**src/hdl/atm_pkg.sv**
```systemverilog
// shared types, constants and register indexes for the alpha-trimmed mean filter
package atm_pkg;

  localparam int DEF_MAX_RADIUS = 3;
  localparam int DEF_MAX_WIDTH  = 1024;

  localparam int CFG_IDX_W  = 2;
  localparam int CFG_DATA_W = 11;

  localparam logic [CFG_IDX_W-1:0] REG_KERNEL_RADIUS = 2'd0;
  localparam logic [CFG_IDX_W-1:0] REG_TRIM_PERCENT  = 2'd1;
  localparam logic [CFG_IDX_W-1:0] REG_IMAGE_WIDTH   = 2'd2;

  localparam logic [1:0]  RST_KERNEL_RADIUS = 2'd1;
  localparam logic [6:0]  RST_TRIM_PERCENT  = 7'd0;
  localparam logic [10:0] RST_IMAGE_WIDTH   = 11'd640;

  localparam logic [6:0] PCT_MAX = 7'd100;

  // x / 100 as (x * RECIP_100) >> RECIP_SHIFT, exact for x below 43690
  localparam int RECIP_100   = 20972;
  localparam int RECIP_SHIFT = 21;

  localparam int PIX_W = 24;

  typedef struct packed {
    logic [7:0] blue_in;
    logic [7:0] green_in;
    logic [7:0] red_in;
    logic       frame_end;
  } pix_in_t;

  typedef struct packed {
    logic [7:0] blue_out;
    logic [7:0] green_out;
    logic [7:0] red_out;
    logic       last_out;
  } pix_out_t;

  typedef struct packed {
    logic load;
    logic start;
    logic ack;
  } lane_ctrl_t;

  typedef enum logic [1:0] {
    S_IDLE,
    S_READ,
    S_START,
    S_WAIT
  } top_state_t;

  typedef enum logic [1:0] {
    L_IDLE,
    L_RANK,
    L_DIV,
    L_DONE
  } lane_state_t;

endpackage

```
**src/hdl/atm_lane.sv**
```systemverilog
// one colour lane: window registers, rank scan with central sum, rounding divider
module atm_lane import atm_pkg::*; #(
  parameter int MAX_RADIUS = DEF_MAX_RADIUS
) (
  input  logic       clk,
  input  logic       rst,
  input  lane_ctrl_t ctrl,
  input  logic [$clog2((2*MAX_RADIUS+1)*(2*MAX_RADIUS+1))-1:0] load_idx,
  input  logic [7:0] load_val,
  input  logic [$clog2((2*MAX_RADIUS+1)*(2*MAX_RADIUS+1)+1)-1:0] win_size,
  input  logic [$clog2((2*MAX_RADIUS+1)*(2*MAX_RADIUS+1)+1)-1:0] rank_lo,
  input  logic [$clog2((2*MAX_RADIUS+1)*(2*MAX_RADIUS+1)+1)-1:0] rank_hi,
  input  logic [$clog2((2*MAX_RADIUS+1)*(2*MAX_RADIUS+1)+1)-1:0] divisor,
  output logic       done,
  output logic [7:0] result
);

  localparam int SIDE = 2 * MAX_RADIUS + 1;
  localparam int WMAX = SIDE * SIDE;
  localparam int KW   = $clog2(WMAX);
  localparam int WBW  = $clog2(WMAX + 1);
  localparam int SW   = $clog2(WMAX * 255 + 1);
  localparam int CNTW = $clog2(SW + 1);

  lane_state_t state, state_next;

  logic [7:0]    win [WMAX];
  logic [KW-1:0] idx;
  logic [SW-1:0] sum;
  logic [SW-1:0] quo;
  logic [WBW-1:0] rem;
  logic [CNTW-1:0] steps;

  logic [7:0]     cur;
  logic [WMAX-1:0] lt;
  logic [WBW-1:0] rank;
  logic [SW-1:0]  sum_next;
  logic           last_elem;
  logic [WBW:0]   trial;
  logic [WBW:0]   diff;
  logic           ge;
  logic [WBW:0]   rem2;
  logic           round_up;
  logic [SW:0]    q_round;

  // rank of the current element, ties broken by position
  always_comb begin
    cur = win[idx];
    for (int j = 0; j < WMAX; j++) begin
      lt[j] = (j < int'(win_size)) &&
              ((win[j] < cur) || ((win[j] == cur) && (j < int'(idx))));
    end
    rank      = WBW'($countones(lt));
    sum_next  = sum + (((rank >= rank_lo) && (rank <= rank_hi)) ? SW'(cur) : '0);
    last_elem = (int'(idx) == int'(win_size) - 1);
  end

  // restoring divider step
  always_comb begin
    trial = {rem, quo[SW-1]};
    ge    = trial >= {1'b0, divisor};
    diff  = trial - {1'b0, divisor};
  end

  // round to nearest, ties to even
  always_comb begin
    rem2     = {rem, 1'b0};
    round_up = (rem2 > {1'b0, divisor}) || ((rem2 == {1'b0, divisor}) && quo[0]);
    q_round  = {1'b0, quo} + (SW+1)'(round_up);
    result   = (q_round > (SW+1)'(255)) ? 8'hFF : q_round[7:0];
    done     = (state == L_DONE);
  end

  always_comb begin
    state_next = state;
    case (state)
      L_IDLE: begin
        if (ctrl.start) state_next = L_RANK;
      end
      L_RANK: begin
        if (last_elem) state_next = L_DIV;
      end
      L_DIV: begin
        if (int'(steps) == SW - 1) state_next = L_DONE;
      end
      L_DONE: begin
        if (ctrl.ack) state_next = L_IDLE;
      end
      default: state_next = L_IDLE;
    endcase
  end

  always_ff @(posedge clk) begin
    if (rst) begin
      state <= L_IDLE;
    end else begin
      state <= state_next;
    end
  end

  always_ff @(posedge clk) begin
    if (ctrl.load) begin
      win[load_idx] <= load_val;
    end
    case (state)
      L_IDLE: begin
        idx <= '0;
        sum <= '0;
      end
      L_RANK: begin
        sum <= sum_next;
        idx <= idx + 1'b1;
        if (last_elem) begin
          quo   <= sum_next;
          rem   <= '0;
          steps <= '0;
        end
      end
      L_DIV: begin
        rem   <= ge ? diff[WBW-1:0] : trial[WBW-1:0];
        quo   <= {quo[SW-2:0], ge};
        steps <= steps + 1'b1;
      end
      default: begin
      end
    endcase
  end

endmodule

```
**config.mk**
```make
export PLATFORM = sky130hd
export DESIGN_NAME = atm_lane
export DESIGN_NICKNAME = d
export VERILOG_FILES = /design/src/hdl/atm_pkg.sv /design/src/hdl/atm_lane.sv
export SDC_FILE = /design/constraint.sdc
export NUM_CORES = 1
export LEC_CHECK = 0
export BUFFER_PORTS_ARGS = -buffer_cell sky130_fd_sc_hd__buf_2
export CORE_ASPECT_RATIO = 1.2
export CORE_MARGIN = 3
export CORE_UTILIZATION = 35
export CTS_BUF_LIST = sky130_fd_sc_hd__clkbuf_2
export DETAILED_ROUTE_END_ITERATION = 8
export GPL_ROUTABILITY_DRIVEN = 0
export PLACE_DENSITY = 0.51
export SLEW_MARGIN = 40
export SYNTH_ARGS = -nofsm -noshare
export SYNTH_HDL_FRONTEND = slang
export SYNTH_SLANG_ARGS = --single-unit
```
**constraint.sdc**
```tcl
create_clock -name clk -period 43 [get_ports clk]
set_input_delay 2.15 -clock clk [delete_from_list [all_inputs] [get_ports clk]]
set_output_delay 2.15 -clock clk [all_outputs]
set_load 0.02 [all_outputs]
```
---- Yosys cells after proc, flatten, opt, wreduce, memory -nomap -nowiden ----
Memory sizes are Yosys's and may differ from the RTL's. A register that Yosys moved wholly into a read port is not among the register bits.
Cells that the tools add are included.
storage, ports and cells
  register bits after elaboration ......... 46
  memory bits (writable) .................. 392
  word-level logic and storage cells ...... 446
  memories kept ........................... 1
operators by class
  add/sub/neg operators ................... 54
  order comparisons ....................... 152
  equal/unequal tests ..................... 59
  mux-type cells .......................... 19
  reductions and logical operators ........ 155
memories
  memory  depth  width  read ports  clocked after memory_dff  write ports  line            RTL
  win     49     8      50          1                         1            atm_lane.sv:27  logic [7:0] win [WMAX];
operators by type and width
  kind                                                            count
  == test 8 bit                                                   49
  less-than comparator 8 bit                                      49
  less-than comparator 6 bit, first input constant                34
  less-than comparator 5 x 6 -> 1 bit, first input constant       32
  logical AND 1 bit                                               100
  less-than comparator 4 x 6 -> 1 bit, first input constant       16
  one-hot mux 14 bit (2 select lines)                             2
  logical OR 1 bit                                                50
  adder 1 x 1 -> 2 bit                                            24
  less-than comparator 3 x 6 -> 1 bit, first input constant       8
  adder 2 x 2 -> 3 bit                                            12
  adder 3 x 3 -> 4 bit                                            6
  less-than comparator 1 x 6 -> 1 bit, first input constant       4
  less-than comparator 2 x 6 -> 1 bit, first input constant       4
  one-hot mux 6 bit (2 select lines)                              2
  two-way mux 6 bit                                               3
  two-way mux 8 bit                                               2
  adder 14 x 1 -> 15 bit                                          1
  adder 4 x 4 -> 5 bit                                            3
  greater-than comparator 15 x 8 -> 1 bit, second input constant  1
  adder 14 x 8 -> 14 bit                                          1
  two-way mux 14 bit                                              1
  two-way mux 2 bit                                               4
  != test 2 bit, second input constant                            4
  other kinds (24)                                                27

---- Longest topological paths before layout ----
Gate-level depths: netlist of the first run.
An unclocked memory read counts as a cell.
  depth after elaboration ................. 17
  depth in mapped cells ................... 49
  gate-level depth less buffers ........... 45

---- Worst setup path after synthesis of the first run ----
Ideal clock, no wire load.
  path kind ............................... reg2reg
  start point ............................. reg (tool-made name)
  end point ............................... reg quo[12], data pin
  setup time .............................. 0.260 ns
  data arrival time ....................... 13.749 ns
  slack ................................... 28.992 ns
  stages on the path, launching flop included .. 44
  buffers on the path ..................... 3
  cell sequence ........................... dfxtp_1 > buf_6 > buf_6 > buf_2 > mux4_2 > o22ai_1 > nor3_1 > o21ai_0 > ha_1 > a21o_1 > a21o_1 > a211oi_1 > o21ai_0 > a21oi_1 > o221ai_1 > fa_1 > fa_1 > fa_1 > [... 8 more ...] > a21oi_1 > xnor2_1 > ha_1 > and3_1 > o21ai_0 > a21boi_0 > o21ai_0 > o311ai_1 > a311oi_1 > ha_1 > inv_1 > fa_1 > nor2b_1 > o2111ai_1 > a31oi_1 > nand3_1 > xnor2_1 > mux2_2
RTL lines
  element               line             RTL
  to (signal assigned)  atm_lane.sv:114  quo <= sum_next;
  to (signal assigned)  atm_lane.sv:121  quo <= {quo[SW-2:0], ge};
  to (decl)             atm_lane.sv:30   logic [SW-1:0] quo;

==> impl_metrics.ini, run 1 <==
[status]
status = finished, final reports clean

[clock_network]
clk_latency_ns = 1.44
cts_hold_buf = 0
cts_buffers = 151
clock-root-buffer = clkbuf_2
ctsResizeCount = 0
cts.sinks = 564
htree_levels = 4
cts_tree = yes
cts_setup_buffers = 0
cts.clk_slew.worst_paths_ns = 0.10
clockBufferDepth = 3

[floorplanning]
core_region_area_um2 = 97400
die_y_um = 351
rows = 125
die_width_um = 293
boundaryPins = 52
dieArea_um2 = 103000
initial_core_util_pct = 35.5

[layout]
seq_area_um2 = 16900
nNetsFinal = 3394
nFillCells = 9326
layout-area-overhead-vs-synth_pct = 9.82
drive_above_1_share_pct = 15.5
multi_input_area_um2 = 16900

[logic_synthesis]
netlist_instances = 2717
synth.most_common_cell = edfxtp_1
synth.top_cells.by_count = edfxtp_1, ha_1, nor2_1
ys_ff_latch = 564
avgSynthCellArea_um2 = 12.7
yosysTopAreaCell = edfxtp_1
synthFlopType = edfxtp_1
syn_nets = 3242
yosysUniqueCellTypes = 81
synth.top_cell.area_share_pct = 48.2
synthArstFlopShare_pct = 0
synth_area_um2 = 34600
ys_warn_count = 0
synth.area.top_cells = edfxtp_1, ha_1, mux4_2
yosysSeqAreaShare_pct = 48.7
synth-edff-count = 556

[drt]
highest-signal-layer = met4
drtIter0Drc = 2472
drt-total-wl_um = 130000
drt_first_pass_iters = 7
avgViaCountPerCell = 5.99
drcViolationCount = 0
postRouteAntennaNets = 0
wl_met1_um = 48500
wire_per_inst_um = 30.5
wl_met2_um = 62000
vias = 25500
met3_length_um = 9930

[sta]
slew_headroom_pct = 37.9
period_needed_ns = 15.31
fin_skew_ns = 0.141
final_max_slew_viol_count = 0
max_freq_mhz = 65.3
timing.final.hold_violations = 0
rsz0062_at_grt = no
fin_crit_sh_pct = 35.6
setup_violations = 0
worst_pin_slew_ns = 0.931
finalSetupTns_ns = 0

[grt]
grt_pass1_vias = 26600
globalRoute.totalOverflow = 0
grt_pass1_wl_um = 185000
grt_usage_pct = 25.1
grt_max_degree = 99
antenna_found_initial = 7

[worst_setup_path]
worst_ep_arrival_time_ns = 16.46
cp_slowest_stage_delay_ns = 0.72
cp.required_ns = 44.14
criticalPathCategory = register to register
crit_top_cell = fa_1
end_kind = register
critPathSlowestCell = dfxtp_4
crit_path_start_kind = register
worstPathMaxFanout = 38

[flow_run]
drv_cap = 0

[placed_design]
dp_hpwl_um = 88100
port_buffers = 51

[hold_path]
hold_path.class = register to register
## layout by cell type, fill, tap and decap left out, types with 15 or more instances in the layout
cell,count
edfxtp_1,556
ha_1,440
clkbuf_2,201
inv_1,139
nor2_1,138
mux2i_1,121
a21oi_1,117
o21ai_0,101
nand4_1,92
nand2_1,92
nand3_1,64
mux4_2,59
nor2b_1,57
o21a_1,53
a21o_1,53
buf_2,51
a22oi_1,46
fa_1,42
nor3_1,38
clkinv_1,35
buf_4,31
nand2b_1,30
o211ai_1,29
and2_1,24
a211oi_1,23
xnor2_1,20
nor2_2,20
o22ai_1,15
## final timing paths
| path | start | endpoint | slack [ns] | depth (start not counted) |
|---|---|---|---|---|
| setup reg to reg | register | quo[10] | 27.69 | 46 |
| hold reg to reg | state[0] | state[0] | 0.55 | 2 |
| hold / removal | state[0] | state[0] | 0.55 | 2 |
| setup / recovery | register | quo[10] | 27.69 | 46 |
## layer usage
layer | track usage [%] | vias up
met5 | 0 | -
met4 | 16.9 | 0
met3 | 5.37 | 417
met2 | 42.1 | 1294
met1 | 29.0 | 12700
li1 | - | 11000
## registers in the layout, summed over array words and instances, names as in the netlist, named ones only
register	cells
win	512
steps	4
idx	6
rem	6
state	2
quo	14
sum	14
## critical path: cells and delay by family (launching register included)
kind                       cells  cell delay, ns
buffers and inverters          7            2.83
muxes                          3            1.17
adders and majority gates     13            5.85
DFF                            1            0.72
and+or+nand+nor                5            0.68
xor gates and xnor gates       2            0.38
AOI/OAI and AO/OA             16            3.33
## metrics by stage
step	cell area (um^2)	cells	setup slack, ns	util, %	hold WS (ns)
final	38000	4257	27.69	39.0	0.552
after global routing	38000	4256	26.87	39.0	0.602
after CTS	38000	4253	27.70	39.0	0.558
after detailed placement	36500	3986	27.71	37.5	0.547
after global placement	36300	3984	27.68	37.3	0.520
after floorplan	34600	2717	28.99	-	0.505
## cell families after synthesis
logic type / after synthesis / synth area share (%)
AOI/OAI and AO/OA: 555 / 10.8
xor gates and xnor gates: 34 / 0.860
adders and majority gates: 482 / 18.3
buffers and inverters: 236 / 3.06
DFF: 564 / 48.7
muxes: 202 / 8.66
and+or+nand+nor: 644 / 9.65
## layout make-up
class	count	share of cell area (%)
tap	1270	4.18
timing repair buffer	93	1.67
inverter	142	1.40
multi-input combinational	1917	44.5
sequential	564	44.4
antenna	4	0.0263
clock inverter	66	1.26
clock buffer	201	2.65
Power of run 1 is left out: the tool's default activity adds up to more than one toggle a clock period on the data nets, which glitch-free logic cannot reach.
==> inputs of run 2 (changes only) <==
--- a/config.mk
+++ b/config.mk
@@ -5,6 +5,7 @@
 export SDC_FILE = /design/constraint.sdc
 export NUM_CORES = 1
 export LEC_CHECK = 0
+export ABC_AREA = 1
 export BUFFER_PORTS_ARGS = -buffer_cell sky130_fd_sc_hd__buf_2
 export CORE_ASPECT_RATIO = 1.2
 export CORE_MARGIN = 3
==> constraint.sdc (replaced) <==
create_clock -name clk -period 15.3 [get_ports clk]
set_input_delay 0.765 -clock clk [delete_from_list [all_inputs] [get_ports clk]]
set_output_delay 0.765 -clock clk [all_outputs]
set_load 0.02 [all_outputs]
==> run 2 against run 1 <==
Sequential share of layout area down 0.90 points; hold slack worse by 0.37 ns; maximum frequency up 17%; first-iteration DRC count down 5.1%; utilization down 0.26 points; clock skew down 0.033 ns; non-clock buffer count up 36; worst setup slack worse by 25 ns; global-route usage down 1.3 points; cell area up 2.1%; critical path type unchanged; final cell count up 25%; synthesized cell count up 38%.
==> impl_metrics.ini, run 2 <==
[status]
status = finished, final reports clean

[sta]
timing.final.hold_violations = 0
fin_crit_sh_pct = 85.4
fin_skew_ns = 0.108
slew_headroom_pct = 35.4
setup_violations = 0
rsz0062_at_grt = no
finalSetupTns_ns = 0
fin_hold_ws_ns = 0.186
worst_pin_slew_ns = 0.956
period_needed_ns = 13.06
max_freq_mhz = 76.6
final_max_slew_viol_count = 0

[logic_synthesis]
ys_warn_count = 0
synthFlopType = edfxtp_1
yosysSeqAreaShare_pct = 47.6
synthArstFlopShare_pct = 0
synth_top_family_by_area = simple AND/OR/NAND/NOR gates
ys_ff_latch = 564
synth-edff-count = 556
yosysTopAreaCell = edfxtp_1
synth.top_cells.by_count = nand2_1, edfxtp_1, nand3_1
synth_xor_area_share_pct = 0.495
synthMuxAreaShare_pct = 0
synth.most_common_cell = nand2_1
synthAdderAreaFrac_pct = 17.9
yosysUniqueCellTypes = 51
synth.area.top_cells = edfxtp_1, ha_1, nand2_1
avgSynthCellArea_um2 = 9.44
syn_nets = 4274
synthSimpleGateAreaFrac_pct = 21.2
netlist_instances = 3749
synth-compound-area-share_pct = 7.58
synth.top_cell.area_share_pct = 47.2
synth_area_um2 = 35400

[hold_path]
whs_endpoint = win[53][7]
hold_path.class = input port to register
holdPathStages = 2
hp-start = load_val[7]

[layout]
stdcell_count = 5306
final_area_um2 = 38800
largest_reg_flops = 512
drive_above_1_share_pct = 9.34
largestRegisters = win (512), quo (14), sum (14)
largest-register = win
mostFrequentLayoutCell = nand2_1
mostFrequentLayoutCells = nand2_1, edfxtp_1, nand3_1
nNetsFinal = 4429
layout-area-overhead-vs-synth_pct = 9.63

[placed_design]
dp_hpwl_um = 86400
dpl.cell_count = 5008
placed_area_um2 = 37100
port_buffers = 51

[drt]
avgViaCountPerCell = 5.42
vias = 28800
postRouteAntennaNets = 0
drcViolationCount = 0
drt-total-wl_um = 126000
wire_per_inst_um = 23.8
drt_first_pass_iters = 6
drtIter0Drc = 2347

[clock_network]
cts.clk_slew.worst_paths_ns = 0.15
cts.sinks = 564
cts_tree = yes
ctsResizeCount = 0
htree_levels = 4
clk_latency_ns = 1.42
cts_setup_buffers = 0
cts_hold_buf = 31
clockBufferDepth = 3
cts_buffers = 152
clock-root-buffer = clkbuf_2

[grt]
grt_usage_pct = 23.8
antenna_found_initial = 4
grt_max_degree = 92
grt_pass1_wl_um = 183000
globalRoute.totalOverflow = 0
grt_pass1_vias = 28600

[floorplanning]
dieArea_um2 = 105000
die_y_um = 354
initial_core_util_pct = 35.4
boundaryPins = 52
die_width_um = 296
core_region_area_um2 = 100000
rows = 127

[worst_setup_path]
cp_slowest_stage_delay_ns = 0.62
worstPathMaxFanout = 40
rr_endpoint = quo[12]
rr_worst_depth = 44
cp.required_ns = 16.45
rrSetupSlack_ns = 2.24
crit_buf_inv = 7
crit_path_start_kind = register
worst_ep_arrival_time_ns = 14.21
crit_family = adder cells
end_kind = register
crit_top_cell = fa_1
criticalPathCategory = register to register
critPathSlowestCell = inv_2

[flow_run]
drv_cap = 0
-- run 2: cell type report --
type	count	area (um^2)
Antenna cell	2	5.00
Multi-Input combinational cell	2756	16800
Clock inverter	50	289
Inverter	301	1140
Timing Repair Buffer	129	1040
Fill cell	10200	61300
Clock buffer	214	1070
Tap cell	1290	1610
Sequential cell	564	16900
-- run 2: how the worst max path moves through the flow --
stage	cells past startpoint	start	slack (ns)	end
after global routing	45	register	1.46	quo[12]
after CTS	47	register	2.29	quo[6]
after floorplan	44	register	4.76	quo[12]
after detailed placement	45	register	2.26	quo[12]
final	44	register	2.24	quo[12]
after global placement	45	register	2.32	quo[12]
-- run 2: cells by family (layout without fill, tap and decap cells) --
logic type | Yosys count | in the layout
xor gates and xnor gates | 20 | 20
AOI/OAI and AO/OA | 473 | 473
buffers and inverters | 429 | 694
and+or+nand+nor | 1781 | 1781
other | 0 | 2
adders and majority gates | 482 | 482
DFF | 564 | 564
-- run 2: through the flow --
stage,setup WS [ns],util (%)
floorplan,4.76,-
global placement,2.32,37.0
detailed placement,2.26,37.0
CTS,2.29,38.7
global route,1.46,38.8
finish,2.24,38.8
-- run 2: routing by layer --
layer	vias up	routed length [um]	GRT usage, %
li1	13600	-	-
met1	13800	49300	27.9
met2	1043	62300	41.0
met3	338	7770	4.29
met4	0	6920	13.1
met5	-	0	0
-- run 2: worst reg2reg max path: cells and delay by family, from the launching register on --
family	cells	cell delay [ns]
buffers and inverters	7	2.54
adder cells (fa/ha/maj)	13	5.86
AO/OA/AOI/OAI	10	1.95
AND/OR/NAND/NOR	12	1.64
XOR/XNOR	2	0.46
flip-flops	1	0.34
Power of run 2 is left out for the same reason.
